===== config.mk =====
export PLATFORM = sky130hd
export DESIGN_NAME = rpl_object_size_parser
export DESIGN_NICKNAME = d
export VERILOG_FILES = /design/src/hdl/rpl_osp_pkg.sv /design/src/hdl/rpl_object_size_parser.sv
export SDC_FILE = /design/constraint.sdc
export NUM_CORES = 2
export LEC_CHECK = 0
export ABC_CLOCK_PERIOD_IN_PS = 13500
export BUFFER_PORTS_ARGS = -buffer_cell sky130_fd_sc_hd__buf_2
export CAP_MARGIN = 20
export CORE_MARGIN = 2
export CORE_UTILIZATION = 59
export CTS_CLUSTER_SIZE = 30
export DETAILED_ROUTE_END_ITERATION = 12
export GPL_TIMING_DRIVEN = 0
export PLACE_DENSITY = 0.79
export RECOVER_POWER = 25
export SLEW_MARGIN = 20
export SYNTH_ARGS = -nofsm -noshare
export SYNTH_HDL_FRONTEND = slang
export SYNTH_SLANG_ARGS = --single-unit

===== constraint.sdc =====
create_clock -name clk -period 13.5 [get_ports clk]
set_input_delay 2.7 -clock clk [delete_from_list [all_inputs] [get_ports clk]]
set_output_delay 2.7 -clock clk [all_outputs]
set_load 0.02 [all_outputs]

===== src/hdl/rpl_osp_pkg.sv =====
`default_nettype none
package rpl_osp_pkg;

	// limits
	localparam logic [6:0]  MAX_NESTING   = 7'd64;
	localparam int          STACK_DEPTH   = 65;
	localparam logic [20:0] SPACE_NIBBLES = 21'h100000;

	// frame kinds held in the frame memory
	localparam logic [1:0] FRAME_LIST = 2'd1;
	localparam logic [1:0] FRAME_WRAP = 2'd2;

	// prologs
	localparam logic [19:0] PR_BINT     = 20'h02911;
	localparam logic [19:0] PR_REAL     = 20'h02933;
	localparam logic [19:0] PR_EREAL    = 20'h02955;
	localparam logic [19:0] PR_CMPLX    = 20'h02977;
	localparam logic [19:0] PR_ECMPLX   = 20'h0299d;
	localparam logic [19:0] PR_CHR      = 20'h029bf;
	localparam logic [19:0] PR_ARRAY    = 20'h029e8;
	localparam logic [19:0] PR_LNKARRAY = 20'h02a0a;
	localparam logic [19:0] PR_STRING   = 20'h02a2c;
	localparam logic [19:0] PR_HXS      = 20'h02a4e;
	localparam logic [19:0] PR_LIST     = 20'h02a74;
	localparam logic [19:0] PR_DIR      = 20'h02a96;
	localparam logic [19:0] PR_SYMB     = 20'h02ab8;
	localparam logic [19:0] PR_UNIT     = 20'h02ada;
	localparam logic [19:0] PR_TAGGED   = 20'h02afc;
	localparam logic [19:0] PR_GROB     = 20'h02b1e;
	localparam logic [19:0] PR_LIB      = 20'h02b40;
	localparam logic [19:0] PR_BACKUP   = 20'h02b62;
	localparam logic [19:0] PR_LIBDATA  = 20'h02b88;
	localparam logic [19:0] PR_ACCPTR   = 20'h02baa;
	localparam logic [19:0] PR_RES2     = 20'h02bcc;
	localparam logic [19:0] PR_RES3     = 20'h02bee;
	localparam logic [19:0] PR_RES4     = 20'h02c10;
	localparam logic [19:0] PR_PROGRAM  = 20'h02d9d;
	localparam logic [19:0] PR_CODE     = 20'h02dcc;
	localparam logic [19:0] PR_GNAME    = 20'h02e48;
	localparam logic [19:0] PR_LNAME    = 20'h02e6d;
	localparam logic [19:0] PR_ROMPTR   = 20'h02e92;
	localparam logic [19:0] PR_END      = 20'h0312b;

	// control sequencer
	typedef enum logic [4:0] {
		ST_RUN  = 5'b00001,
		ST_EXEC = 5'b00010,
		ST_URD  = 5'b00100,
		ST_UCHK = 5'b01000,
		ST_EMIT = 5'b10000
	} ctl_state_t;

	// parse phase
	typedef enum logic [10:0] {
		PH_PROLOG     = 11'b00000000001,
		PH_SKIP_END   = 11'b00000000010,
		PH_SKIP_CHILD = 11'b00000000100,
		PH_SIZE       = 11'b00000001000,
		PH_TAGLEN     = 11'b00000010000,
		PH_IDLEN      = 11'b00000100000,
		PH_DIR_PAD    = 11'b00001000000,
		PH_DIR_OFS    = 11'b00010000000,
		PH_DIR_GAP    = 11'b00100000000,
		PH_DIR_NAME   = 11'b01000000000,
		PH_IDLE       = 11'b10000000000
	} phase_t;

	function automatic logic is_composite(input logic [19:0] p);
		return (p == PR_LIST) || (p == PR_SYMB) || (p == PR_UNIT) || (p == PR_PROGRAM);
	endfunction

	function automatic logic is_sized(input logic [19:0] p);
		return (p == PR_ARRAY) || (p == PR_LNKARRAY) || (p == PR_STRING) ||
			(p == PR_HXS) || (p == PR_GROB) || (p == PR_LIB) || (p == PR_BACKUP) ||
			(p == PR_LIBDATA) || (p == PR_RES2) || (p == PR_RES3) || (p == PR_RES4) ||
			(p == PR_CODE);
	endfunction

	// total length of fixed-size objects, pointer length otherwise
	function automatic logic [5:0] fixed_len(input logic [19:0] p);
		logic [5:0] len;
		unique case (p)
			PR_BINT:   len = 6'd10;
			PR_REAL:   len = 6'd21;
			PR_EREAL:  len = 6'd26;
			PR_CMPLX:  len = 6'd37;
			PR_ECMPLX: len = 6'd47;
			PR_CHR:    len = 6'd7;
			PR_ROMPTR: len = 6'd11;
			PR_ACCPTR: len = 6'd15;
			default:   len = 6'd5;
		endcase
		return len;
	endfunction

	// room for a new prolog at this depth and position
	function automatic logic begin_ok(input logic [6:0] lvl, input logic [20:0] pos,
			input logic [20:0] av);
		return (lvl <= MAX_NESTING) && (({2'b0, pos} + 23'd5) <= {2'b0, av});
	endfunction

endpackage
`default_nettype wire


===== src/hdl/rpl_object_size_parser.sv =====
`default_nettype none
// Object size walker: nibbles of a stored object arrive one item at a time (start_object
// on the first), and one result (size, bad flag) leaves when the object completes or
// proves malformed. A plain nibble is accepted in RUN, executed in EXEC. A nibble that
// ends an object or child then walks the stack: each frame examined takes a read of the
// frame-kind memory (one read port, registered read data) in URD, then a check in UCHK,
// plus a final URD visit if the stack empties. A result is registered as pending, then
// loaded into the output register in EMIT. A result waiting in the output register
// blocks new nibbles only once the next result is due and out_ready is still low.
// The frame memory needs no clearing: only entries below the current level are read.
module rpl_object_size_parser (
	input  wire         clk,
	input  wire         arst_n,
	input  wire         cfg_valid,
	output logic        cfg_ready,
	input  wire  [20:0] available_nibbles,
	input  wire         in_valid,
	output logic        in_ready,
	input  wire  [3:0]  nibble,
	input  wire         start_object,
	output logic        out_valid,
	input  wire         out_ready,
	output logic [20:0] size_nibbles,
	output logic        bad_object
);

	rpl_osp_pkg::ctl_state_t state_q, state_d;
	rpl_osp_pkg::phase_t     phase_q, phase_d;
	logic [6:0]  level_q, level_d;
	logic [19:0] shift_q, shift_d;
	logic [19:0] fa_q, fa_d;
	logic [20:0] skip_q, skip_d;
	logic [20:0] cons_q, cons_d;
	logic        fin_q, fin_d;
	logic        term_q, term_d;
	logic [20:0] av_q;
	logic [3:0]  nib_s1;
	logic        start_s1;
	logic [20:0] res_size_q;
	logic        res_bad_q;
	logic        out_valid_q;
	logic [20:0] out_size_q;
	logic        out_bad_q;

	logic [1:0]  mem_q [0:rpl_osp_pkg::STACK_DEPTH-1];
	logic [1:0]  rdata_q;
	logic        mem_we;
	logic [6:0]  mem_waddr;
	logic [1:0]  mem_wkind;
	logic        rd_en;

	logic        emit;
	logic        emit_bad;
	logic [20:0] emit_size;

	assign cfg_ready      = 1'b1;
	assign in_ready       = (state_q == rpl_osp_pkg::ST_RUN);
	assign out_valid      = out_valid_q;
	assign size_nibbles   = out_size_q;
	assign bad_object     = out_bad_q;
	assign rd_en          = (state_q == rpl_osp_pkg::ST_URD) && (level_q != 7'd0);

	// next-state logic: one nibble in EXEC, stack unwinding in URD/UCHK
	always_comb begin
		rpl_osp_pkg::phase_t e_ph;
		logic [6:0]  e_lvl;
		logic [20:0] e_cons, e_skp, pos, cnt;
		logic [19:0] e_shf, e_fa, v;
		logic        e_fin, go_unw, unw_term, w5;
		logic [2:0]  pk;
		logic [8:0]  v2;
		logic [5:0]  fl;

		state_d = state_q; phase_d = phase_q; level_d = level_q; shift_d = shift_q;
		fa_d = fa_q; skip_d = skip_q; cons_d = cons_q; fin_d = fin_q; term_d = term_q;
		mem_we = 1'b0; mem_waddr = level_q; mem_wkind = rpl_osp_pkg::FRAME_LIST;
		emit = 1'b0; emit_bad = 1'b0; emit_size = cons_q;
		e_ph = phase_q; e_lvl = level_q; e_cons = cons_q; e_skp = skip_q;
		e_shf = shift_q; e_fa = fa_q; e_fin = fin_q; go_unw = 1'b0; unw_term = 1'b0;
		w5 = 1'b0; pk = 3'd0; v2 = 9'd0; fl = 6'd0; pos = cons_q; cnt = 21'd0; v = fa_q;

		unique case (state_q)
			rpl_osp_pkg::ST_RUN: begin
				if (in_valid) state_d = rpl_osp_pkg::ST_EXEC;
			end
			rpl_osp_pkg::ST_EXEC: begin
				// start clears parse state and opens the top object when the space check passes
				if (start_s1) begin
					e_lvl = 7'd0; e_cons = 21'd0; e_fa = 20'd0; e_skp = 21'd0;
					e_fin = 1'b0; e_ph = rpl_osp_pkg::PH_IDLE;
					if (av_q > rpl_osp_pkg::SPACE_NIBBLES ||
							!rpl_osp_pkg::begin_ok(7'd0, 21'd0, av_q)) begin
						emit = 1'b1; emit_bad = 1'b1;
					end else begin
						e_ph = rpl_osp_pkg::PH_PROLOG; e_skp = 21'd5; e_shf = 20'd0;
					end
				end
				if (!emit && !e_fin && e_ph != rpl_osp_pkg::PH_IDLE && e_skp != 21'd0) begin
					pos = e_cons + 21'd1;
					e_cons = pos;
					w5 = (e_ph == rpl_osp_pkg::PH_SIZE) || (e_ph == rpl_osp_pkg::PH_DIR_OFS);
					pk = (e_ph == rpl_osp_pkg::PH_PROLOG || w5) ? 3'd5 - e_skp[2:0]
						: 3'd2 - e_skp[2:0];
					e_skp = e_skp - 21'd1;
					case (e_ph)
						rpl_osp_pkg::PH_PROLOG: begin
							e_shf = e_shf | ({16'd0, nib_s1} << {pk, 2'b00});
							if (e_skp == 21'd0) begin
								if (rpl_osp_pkg::is_composite(e_shf)) begin
									if (e_lvl <= rpl_osp_pkg::MAX_NESTING) begin
										mem_we = 1'b1; mem_waddr = e_lvl;
										mem_wkind = rpl_osp_pkg::FRAME_LIST;
										e_lvl = e_lvl + 7'd1;
									end
									if (rpl_osp_pkg::begin_ok(e_lvl, pos, av_q)) begin
										e_ph = rpl_osp_pkg::PH_PROLOG; e_skp = 21'd5;
										e_shf = 20'd0;
									end else begin
										emit = 1'b1; emit_bad = 1'b1;
									end
								end else if (e_shf == rpl_osp_pkg::PR_END) begin
									go_unw = 1'b1; unw_term = 1'b1;
								end else if (e_shf == rpl_osp_pkg::PR_TAGGED ||
										e_shf == rpl_osp_pkg::PR_GNAME ||
										e_shf == rpl_osp_pkg::PR_LNAME) begin
									if ({2'b0, pos} + 23'd2 > {2'b0, av_q}) begin
										emit = 1'b1; emit_bad = 1'b1;
									end else begin
										e_ph = (e_shf == rpl_osp_pkg::PR_TAGGED) ?
											rpl_osp_pkg::PH_TAGLEN : rpl_osp_pkg::PH_IDLEN;
										e_skp = 21'd2; e_fa = 20'd0;
									end
								end else if (e_shf == rpl_osp_pkg::PR_DIR) begin
									if ({2'b0, pos} + 23'd8 > {2'b0, av_q}) begin
										emit = 1'b1; emit_bad = 1'b1;
									end else begin
										e_ph = rpl_osp_pkg::PH_DIR_PAD; e_skp = 21'd3;
									end
								end else if (rpl_osp_pkg::is_sized(e_shf)) begin
									if ({2'b0, pos} + 23'd5 > {2'b0, av_q}) begin
										emit = 1'b1; emit_bad = 1'b1;
									end else begin
										e_ph = rpl_osp_pkg::PH_SIZE; e_skp = 21'd5;
										e_fa = 20'd0;
									end
								end else begin
									fl = rpl_osp_pkg::fixed_len(e_shf);
									if ({2'b0, pos} + {17'd0, fl} > {2'b0, av_q} + 23'd5) begin
										emit = 1'b1; emit_bad = 1'b1;
									end else if (fl == 6'd5) begin
										go_unw = 1'b1;
									end else begin
										e_ph = rpl_osp_pkg::PH_SKIP_END;
										e_skp = {15'd0, fl} - 21'd5;
									end
								end
							end
						end
						rpl_osp_pkg::PH_SIZE, rpl_osp_pkg::PH_TAGLEN, rpl_osp_pkg::PH_IDLEN,
						rpl_osp_pkg::PH_DIR_OFS, rpl_osp_pkg::PH_DIR_NAME: begin
							e_fa = e_fa | ({16'd0, nib_s1} << {pk, 2'b00});
							v = e_fa;
							v2 = {v[7:0], 1'b0};
							if (e_skp == 21'd0) begin
								case (e_ph)
									rpl_osp_pkg::PH_SIZE: begin
										if (v < 20'd5 || {2'b0, pos} + {3'd0, v} >
												{2'b0, av_q} + 23'd5) begin
											emit = 1'b1; emit_bad = 1'b1;
										end else begin
											cnt = {1'b0, v} - 21'd5;
											if (cnt == 21'd0) go_unw = 1'b1;
											else begin
												e_ph = rpl_osp_pkg::PH_SKIP_END; e_skp = cnt;
											end
										end
									end
									rpl_osp_pkg::PH_IDLEN: begin
										if ({2'b0, pos} + {14'd0, v2} > {2'b0, av_q}) begin
											emit = 1'b1; emit_bad = 1'b1;
										end else if (v2 == 9'd0) begin
											go_unw = 1'b1;
										end else begin
											e_ph = rpl_osp_pkg::PH_SKIP_END;
											e_skp = {12'd0, v2};
										end
									end
									rpl_osp_pkg::PH_DIR_OFS: begin
										if (v == 20'd0) begin
											go_unw = 1'b1;
										end else if (v < 20'd5 || {2'b0, pos} + {3'd0, v} >
												{2'b0, av_q} + 23'd3) begin
											emit = 1'b1; emit_bad = 1'b1;
										end else begin
											cnt = {1'b0, v} - 21'd5;
											if (cnt == 21'd0) begin
												e_ph = rpl_osp_pkg::PH_DIR_NAME; e_skp = 21'd2;
												e_fa = 20'd0;
											end else begin
												e_ph = rpl_osp_pkg::PH_DIR_GAP; e_skp = cnt;
											end
										end
									end
									default: begin
										// tag length or directory name length: one child follows
										cnt = (e_ph == rpl_osp_pkg::PH_TAGLEN) ? {12'd0, v2}
											: {12'd0, v2} + 21'd2;
										if ({2'b0, pos} + {2'b0, cnt} > {2'b0, av_q}) begin
											emit = 1'b1; emit_bad = 1'b1;
										end else begin
											if (e_lvl <= rpl_osp_pkg::MAX_NESTING) begin
												mem_we = 1'b1; mem_waddr = e_lvl;
												mem_wkind = rpl_osp_pkg::FRAME_WRAP;
												e_lvl = e_lvl + 7'd1;
											end
											if (cnt != 21'd0) begin
												e_ph = rpl_osp_pkg::PH_SKIP_CHILD; e_skp = cnt;
											end else if (rpl_osp_pkg::begin_ok(e_lvl, pos,
													av_q)) begin
												e_ph = rpl_osp_pkg::PH_PROLOG; e_skp = 21'd5;
												e_shf = 20'd0;
											end else begin
												emit = 1'b1; emit_bad = 1'b1;
											end
										end
									end
								endcase
							end
						end
						default: begin
							// plain skip phases
							if (e_skp == 21'd0) begin
								case (e_ph)
									rpl_osp_pkg::PH_SKIP_END: go_unw = 1'b1;
									rpl_osp_pkg::PH_SKIP_CHILD: begin
										if (rpl_osp_pkg::begin_ok(e_lvl, pos, av_q)) begin
											e_ph = rpl_osp_pkg::PH_PROLOG; e_skp = 21'd5;
											e_shf = 20'd0;
										end else begin
											emit = 1'b1; emit_bad = 1'b1;
										end
									end
									rpl_osp_pkg::PH_DIR_PAD: begin
										e_ph = rpl_osp_pkg::PH_DIR_OFS; e_skp = 21'd5;
										e_fa = 20'd0;
									end
									default: begin
										e_ph = rpl_osp_pkg::PH_DIR_NAME; e_skp = 21'd2;
										e_fa = 20'd0;
									end
								endcase
							end
						end
					endcase
				end
				phase_d = e_ph; level_d = e_lvl; cons_d = e_cons; skip_d = e_skp;
				shift_d = e_shf; fa_d = e_fa; fin_d = e_fin; term_d = unw_term;
				state_d = go_unw ? rpl_osp_pkg::ST_URD : rpl_osp_pkg::ST_RUN;
			end
			rpl_osp_pkg::ST_URD: begin
				// empty stack closes the top object
				if (level_q == 7'd0) begin
					emit = 1'b1;
					emit_size = term_q ? cons_q - 21'd5 : cons_q;
				end else begin
					state_d = rpl_osp_pkg::ST_UCHK;
				end
			end
			rpl_osp_pkg::ST_UCHK: begin
				if (rdata_q == rpl_osp_pkg::FRAME_WRAP) begin
					level_d = level_q - 7'd1;
					state_d = rpl_osp_pkg::ST_URD;
				end else if (term_q) begin
					// terminator closes this list, which then ends as an object
					level_d = level_q - 7'd1;
					term_d = 1'b0;
					state_d = rpl_osp_pkg::ST_URD;
				end else if (rpl_osp_pkg::begin_ok(level_q, cons_q, av_q)) begin
					phase_d = rpl_osp_pkg::PH_PROLOG; skip_d = 21'd5; shift_d = 20'd0;
					state_d = rpl_osp_pkg::ST_RUN;
				end else begin
					emit = 1'b1; emit_bad = 1'b1;
				end
			end
			rpl_osp_pkg::ST_EMIT: begin
				if (!out_valid_q || out_ready) state_d = rpl_osp_pkg::ST_RUN;
			end
			default: state_d = rpl_osp_pkg::ST_RUN;
		endcase

		if (emit) begin
			fin_d = 1'b1;
			phase_d = rpl_osp_pkg::PH_IDLE;
			state_d = rpl_osp_pkg::ST_EMIT;
		end
	end

	// control and parse state
	always_ff @(posedge clk or negedge arst_n) begin
		if (!arst_n) begin
			state_q <= rpl_osp_pkg::ST_RUN;
			phase_q <= rpl_osp_pkg::PH_IDLE;
			level_q <= 7'd0;
			shift_q <= 20'd0;
			fa_q    <= 20'd0;
			skip_q  <= 21'd0;
			cons_q  <= 21'd0;
			fin_q   <= 1'b1;
			term_q  <= 1'b0;
			av_q    <= 21'd0;
		end else begin
			state_q <= state_d;
			phase_q <= phase_d;
			level_q <= level_d;
			shift_q <= shift_d;
			fa_q    <= fa_d;
			skip_q  <= skip_d;
			cons_q  <= cons_d;
			fin_q   <= fin_d;
			term_q  <= term_d;
			if (cfg_valid) av_q <= available_nibbles;
		end
	end

	// accepted item
	always_ff @(posedge clk) begin
		if (in_valid && in_ready) begin
			nib_s1   <= nibble;
			start_s1 <= start_object;
		end
	end

	// pending result, size forced to zero when bad
	always_ff @(posedge clk) begin
		if (emit) begin
			res_size_q <= emit_bad ? 21'd0 : emit_size;
			res_bad_q  <= emit_bad;
		end
	end

	// output register
	always_ff @(posedge clk or negedge arst_n) begin
		if (!arst_n) begin
			out_valid_q <= 1'b0;
		end else if (state_q == rpl_osp_pkg::ST_EMIT && (!out_valid_q || out_ready)) begin
			out_valid_q <= 1'b1;
		end else if (out_ready) begin
			out_valid_q <= 1'b0;
		end
	end

	always_ff @(posedge clk) begin
		if (state_q == rpl_osp_pkg::ST_EMIT && (!out_valid_q || out_ready)) begin
			out_size_q <= res_size_q;
			out_bad_q  <= res_bad_q;
		end
	end

	// frame-kind memory
	always_ff @(posedge clk) begin
		if (mem_we) mem_q[mem_waddr] <= mem_wkind;
		if (rd_en) rdata_q <= mem_q[level_q - 7'd1];
	end

	// stack never grows past one frame above the nesting limit
	a_level_bound: assert property (@(posedge clk) disable iff (!arst_n)
		level_q <= rpl_osp_pkg::MAX_NESTING + 7'd1)
		else $error("frame level out of range");

	// frame check only follows a read of a live entry
	a_read_before_check: assert property (@(posedge clk) disable iff (!arst_n)
		state_q == rpl_osp_pkg::ST_UCHK |->
			$past(state_q == rpl_osp_pkg::ST_URD) && level_q != 7'd0)
		else $error("frame check without read");

	// a bad result never carries a size
	a_bad_zero: assert property (@(posedge clk) disable iff (!arst_n)
		out_valid_q && out_bad_q |-> out_size_q == 21'd0)
		else $error("bad result with nonzero size");

	// parser is finished whenever a result is being handed out
	a_emit_finished: assert property (@(posedge clk) disable iff (!arst_n)
		state_q == rpl_osp_pkg::ST_EMIT |-> fin_q && phase_q == rpl_osp_pkg::PH_IDLE)
		else $error("result while parse active");

endmodule
`default_nettype wire

# == After elaboration in Yosys (flattened, before gate mapping) ==
# Memory sizes are Yosys's and may differ from the RTL's. A register that Yosys moved wholly into a read port is not among the register bits.
# Index checks and enable logic that the tools add are counted.
# word_totals
mem_count,1
ram_bits,130
reg_bits,178
inputBits,31
out_inout_bits,25
# op_classes
bitwise,2
muxes,283
n_shift,1
n_eq_ne,57
add_sub_neg,20
n_reduce_logical,56
magnitude_cmp,17
# mem_list
name,words,width,read_ports,rd_ports_with_merged_regs,wr,line,source
mem_q,65,2,1,1,1,rpl_object_size_parser.sv:45,logic [1:0] mem_q [0:rpl_osp_pkg::STACK_DEPTH-1];
# op_table
op,count
$mux 21,37
$mux 20,36
$eq 20x14->1 const B,29
$mux 11,32
$mux 7,30
$pmux 21 s3,2
$pmux 20 s2,3
$mux 1,93
$gt 22x21->1,4
$pmux 21 s2,2
$add 21x3->22 const B,3
$pmux 11 s3,2
$mux 6,10
$pmux 6 s8,1
$add 21x2->22 const B,2
$le 22x21->1,2
$pmux 11 s2,2
$logic_not 21->1,2
$pmux 7 s2,3
$reduce_bool 21->1,2
$or 20x20->20,2
$mux 5,7
$le 7x7->1 const B,4
$pmux 5 s5,1
other kinds (63),125

# == Depth between registers and ports, before layout ==
# logic_depth
ltp_word,48
mapped_depth,49

# == Worst setup path after synthesis ==
# Ideal clock, no wire load.
# synth_path
path_kind,register to register
startpoint,reg av_q[7]
endpoint,mem mem_q[0][0] (data pin)
slack_ns,0.884
stages_incl_launch_ff,42
path_buffers,4
arrival_ns,12.006
path_cell_list,dfrtp_1 buf_2 or4_4 nor4_4 a21o_1 buf_6 nor2_2 buf_6 nor2_1 inv_1 ha_1 xnor2_1 o211ai_1 o21ai_2 buf_6 a22o_1 ha_1 nand2_1 (+6 left out) o21a_1 o21a_1 o31a_1 o211ai_1 nor2_1 xnor2_1 ha_1 a21o_1 a21o_1 a21o_1 a21o_1 a21oi_1 nor2b_1 a311oi_1 o22a_1 nand3_1 nor3_1 inv_1
# synth_via
elab_chain_cells,22
# synth_lines
element,line,source
from (decl),rpl_object_size_parser.sv:36,logic [20:0] av_q;
from (signal assigned),rpl_object_size_parser.sv:321,if (cfg_valid) av_q <= available_nibbles;
$le 3x21->1,rpl_osp_pkg.sv:99,"return (lvl <= MAX_NESTING) && (({2'b0, pos} + 23'd5) <= {2'b0, av});"
$logic_not 1->1,rpl_object_size_parser.sv:92,"!rpl_osp_pkg::begin_ok(7'd0, 21'd0, av_q)) begin"
$logic_or 1x1->1,rpl_object_size_parser.sv:91,if (av_q > rpl_osp_pkg::SPACE_NIBBLES ||
$mux 11,rpl_object_size_parser.sv:91,
$mux 11,rpl_object_size_parser.sv:88,if (start_s1) begin
$mux 11,rpl_object_size_parser.sv:82,unique case (state_q)
$eq 11x4->1 or $eq 11x8->1 (tied branches),"rpl_object_size_parser.sv:101, rpl_object_size_parser.sv:105, rpl_object_size_parser.sv:165",
$logic_or 1x1->1,rpl_object_size_parser.sv:101,w5 = (e_ph == rpl_osp_pkg::PH_SIZE) || (e_ph == rpl_osp_pkg::PH_DIR_OFS);
(+7 left out),-,
$gt 22x21->1,rpl_object_size_parser.sv:208,"if ({2'b0, pos} + {2'b0, cnt} > {2'b0, av_q}) begin"
$mux 2,rpl_object_size_parser.sv:208,
$mux 2,rpl_object_size_parser.sv:165,case (e_ph)
$mux 2,rpl_object_size_parser.sv:164,if (e_skp == 21'd0) begin
$mux 2,-,
$mux 2 (*),rpl_object_size_parser.sv:98,if (!emit && !e_fin && e_ph != rpl_osp_pkg::PH_IDLE && e_skp != 21'd0) begin
$mux 2 (*),rpl_object_size_parser.sv:82,
net mem_wkind[0],rpl_object_size_parser.sv:49,logic [1:0] mem_wkind;
to (decl),rpl_object_size_parser.sv:45,
# Mark *: on every way through the listed nets, which the timed path passes. The rest lies on a longest branch. The select of a mux whose other input is x is not followed.

# == Final worst setup path ==
# layout_path
startpoint,reg start_s1
endpoint,reg res_size_q[16] (enable)
# layout_via
elab_chain_cells,31
# layout_lines
element,line,source
from (decl),rpl_object_size_parser.sv:38,logic start_s1;
from (signal assigned),rpl_object_size_parser.sv:329,start_s1 <= start_object;
$mux 11,rpl_object_size_parser.sv:88,
$mux 11,rpl_object_size_parser.sv:82,
$eq 11x4->1 or $eq 11x8->1 (tied branches),"rpl_object_size_parser.sv:101, rpl_object_size_parser.sv:105, rpl_object_size_parser.sv:165",
$logic_or 1x1->1,rpl_object_size_parser.sv:101,
$logic_or 1x1->1,rpl_object_size_parser.sv:102,pk = (e_ph == rpl_osp_pkg::PH_PROLOG || w5) ? 3'd5 - e_skp[2:0]
$mux 3,rpl_object_size_parser.sv:102,
$shl 4x5->20,"rpl_object_size_parser.sv:107, rpl_object_size_parser.sv:161",
$or 20x20->20,rpl_object_size_parser.sv:107,"e_shf = e_shf | ({16'd0, nib_s1} << {pk, 2'b00});"
(+16 left out),-,
$mux 1,rpl_object_size_parser.sv:123,end else if (e_shf == rpl_osp_pkg::PR_TAGGED ||
$mux 1,rpl_object_size_parser.sv:121,end else if (e_shf == rpl_osp_pkg::PR_END) begin
$mux 1,rpl_object_size_parser.sv:109,if (rpl_osp_pkg::is_composite(e_shf)) begin
$mux 1,rpl_object_size_parser.sv:108,if (e_skp == 21'd0) begin
$pmux 1 s2,rpl_object_size_parser.sv:105,case (e_ph)
$mux 1 (*),rpl_object_size_parser.sv:98,
$pmux 1 s3 (*),rpl_object_size_parser.sv:82,
net emit,rpl_object_size_parser.sv:52,logic emit;
to (signal assigned),rpl_object_size_parser.sv:336,res_size_q <= emit_bad ? 21'd0 : emit_size;
to (decl),rpl_object_size_parser.sv:39,logic [20:0] res_size_q;
# Marked as above.
# A chain may end at the register's enable or synchronous reset.

==> reports/results.ini <==
[detailed_routing]
drc = 0
wl_um = 116000
top_layer_used = met5
num_vias = 29300
m1WireLength_um = 44600
drt_iter0_drc = 4010
ant_nets = 0
wire_per_inst_um = 28.5
wl_met2_um = 49200
via_per_inst = 7.19
wl_met3_um = 14000
drtPass1Iterations = 9

[worst_setup_path]
crit_path_frequent_cell = a21o_1
path_class = reg2reg
cp_data_required_time_ns = 13.75
r2r.worst_path.cells = 36
cp_slowest_stage_delay_ns = 0.84
worst_path_max_delay_cell = clkbuf_1
r2r_end = res_size_q[16]
worstSetupStartpointType = flop
critical_path.max_fanout = 31
end_kind = flop
crit_path_end = res_size_q[16]
crit_path_start = start_s1
r2r-start = start_s1
arrival_ns = 13.56
reg2reg_slack_ns = 0.19

[die]
die_height_um = 225
rows = 81
start_util = 0.594
core-area_mm2 = 0.0486
die-area_mm2 = 0.0508
chipWidth_um = 225
top_level_ports = 56

[placed_design]
dpl.hpwl_um = 90100
place_inst = 4018
routabilityCongestion = 1.07
port_buffers = 54

[sta]
min_period_ns = 13.31
skew_ns = 0.0424
maxSlewHeadroom = -1.65
grt_setup_unrepaired = false
timing.fmax_mhz = 75.1
tightest_slew_ns = 3.98
drv_slew = 132
hold_viol = 0
fin_crit_sh = 0.986
setup_viol = 0

[clock_tree]
cts_tree = built
cts_buffer_depth = 3
cts_buffers = 34
path_clk_slew_ns = 0.06
clkLatencyLatePin_ns = 0.59
cts_sinks = 310
root_buffer = clkbuf_16
htree_levels = 2
hold_buffers = 0

[finish]
final_util = 0.644
nets = 3723
insertedDiodeCount = 0
area_growth_pct = 8.36
layout-drive-gt1-share = 0.0929
fill_cells = 4032
layout.cells.non_filler = 4079

[grt]
overflow = 0
grt_antenna_before_repair = 3
grt_pass1_wl_um = 172000
grt_use_total = 0.452
grt_start_max_net_pins = 72
grt_pass1_vias = 27900

[power_and_ir_drop]
vdd_drop_max_uv = 172
pwr_density_cell_mw_per_mm2 = 138
power.leakage_nw = 12.9
power_w = 0.00433

[worst_hold_path]
min-delay-start = res_size_q[2]
hold_class = reg2reg

[synth]
yosysTopAreaCellShare = 0.188
synth-seq-cells = 310
synth_edf_count = 181
ys_top_cells_by_count = nor2_1, nand2_1, ha_1, a21oi_1, xnor2_1
ys_warn_count = 0
synth_area_leader_cell = edfxtp_1
synth.most_common_cell = nor2_1
synth_area_mm2 = 0.0289
synth_nets = 3624
async_flop_share = 0.416
ys_top_cells_by_area = edfxtp_1, ha_1, dfrtp_1, xnor2_1, nor2_1
synth-seq-area-share = 0.300
postSynthCellCount = 3333
synth_cell_types = 130
synth.avg_cell_area_um2 = 8.68
synth-main-ff-cell = edfxtp_1

[status]
violations = max-capacitance violations, max-slew violations
status = finished, violations left

[run]
timing.max_cap.violations = 2

worst min-delay path by stage:
stage	to	slack [ns]	cells after the start
final	size_nibbles[2]	0.42	0
after CTS	size_nibbles[2]	0.42	0
after detailed placement	size_nibbles[8]	0.40	0
after global placement	size_nibbles[9]	0.40	0
after floorplan	bad_object	0.40	0
after global routing	size_nibbles[2]	0.43	0
critical path, delay by kind of cell (launching register included):
family / cells / cell delay (ns)
AO/OA/AOI/OAI: 18 / 3.84
XOR/XNOR: 1 / 0.22
adder cells (fa/ha/maj): 2 / 0.75
buffers and inverters: 11 / 6.46
flip-flops: 1 / 0.61
AND/OR/NAND/NOR: 4 / 1.03
layout make-up:
type | count | area, µm² | share of cell area
multi-input combinational | 2744 | 19200 | 0.613
sequential | 310 | 8670 | 0.277
clock buffer | 43 | 905 | 0.0289
tap | 622 | 778 | 0.0248
buffer | 159 | 688 | 0.0220
inverter | 120 | 450 | 0.0144
timing repair buffer | 63 | 347 | 0.0111
clock inverter | 18 | 299 | 0.00954
layer usage:
metal / GRT usage / vias up
met2: 0.684 / 2172
met1: 0.585 / 14000
met3: 0.110 / 513
li1: - / 12600
met4: 0.273 / 4
met5: 0 / -
cell families (layout without fill, tap and decap cells):
logic type,count (synthesis),count (layout),share of synthesized area
other,1,1,0.000130
adders and majority gates,260,260,0.114
and+or+nand+nor,1248,1248,0.213
buffers and inverters,279,403,0.0390
AOI/OAI and AO/OA,931,931,0.225
muxes,49,49,0.0318
xor gates and xnor gates,255,255,0.0772
DFF,310,310,0.300
cells in the final DEF, fill, tap and decap left out, types with 61 or more instances in the layout:
master / count
a21o_1: 86
o21ai_0: 184
nand3_1: 93
nor3_1: 82
ha_1: 256
xnor2_1: 185
dfrtp_1: 126
inv_1: 108
nand2_1: 304
nor2_1: 382
buf_2: 74
xor2_1: 69
a21oi_1: 192
edfxtp_1: 181
clkbuf_1: 118
nand4_1: 61
flip-flops by register name (all words and copies together), names as in the netlist, 2 cells and up:
signal,cells
shift_q,20
rdata_q,2
state_q,5
skip_q,21
mem_q,130
fa_q,20
cons_q,21
size_nibbles,21
phase_q,11
res_size_q,21
nib_s1,4
level_q,7
av_q,21
power by group:
part | switching (W) | internal, W
Sequential | 0.0000909 | 0.00107
Clock | 0.000431 | 0.000601
Combinational | 0.00147 | 0.000673
Total | 0.00199 | 0.00234
metrics by stage:
| stage | setup TNS (ns) | cell area, µm² | setup WS, ns | hold slack, ns |
|---|---|---|---|---|
| 3_5_place_dp | -7.54 | 30100 | -0.259 | 0.405 |
| 6_report | 0 | 31300 | 0.193 | 0.422 |
| 3_3_place_gp | -731.49 | 30000 | -6.62 | 0.405 |
| 4_1_cts | 0 | 31300 | 0.000312 | 0.420 |
| 2_1_floorplan | 0 | 28900 | 0.884 | 0.400 |
| 5_1_grt | 0 | 31300 | 0.0735 | 0.426 |
what timing repair did:
item / in CTS / in global routing
setup endpoints to repair: 33 / 299
endpoints found under the hold margin: 0 / 0
resized for setup: 2 / 13
buffers inserted: 0 / 0
Note: power is estimated with default switching activity, not from simulation.
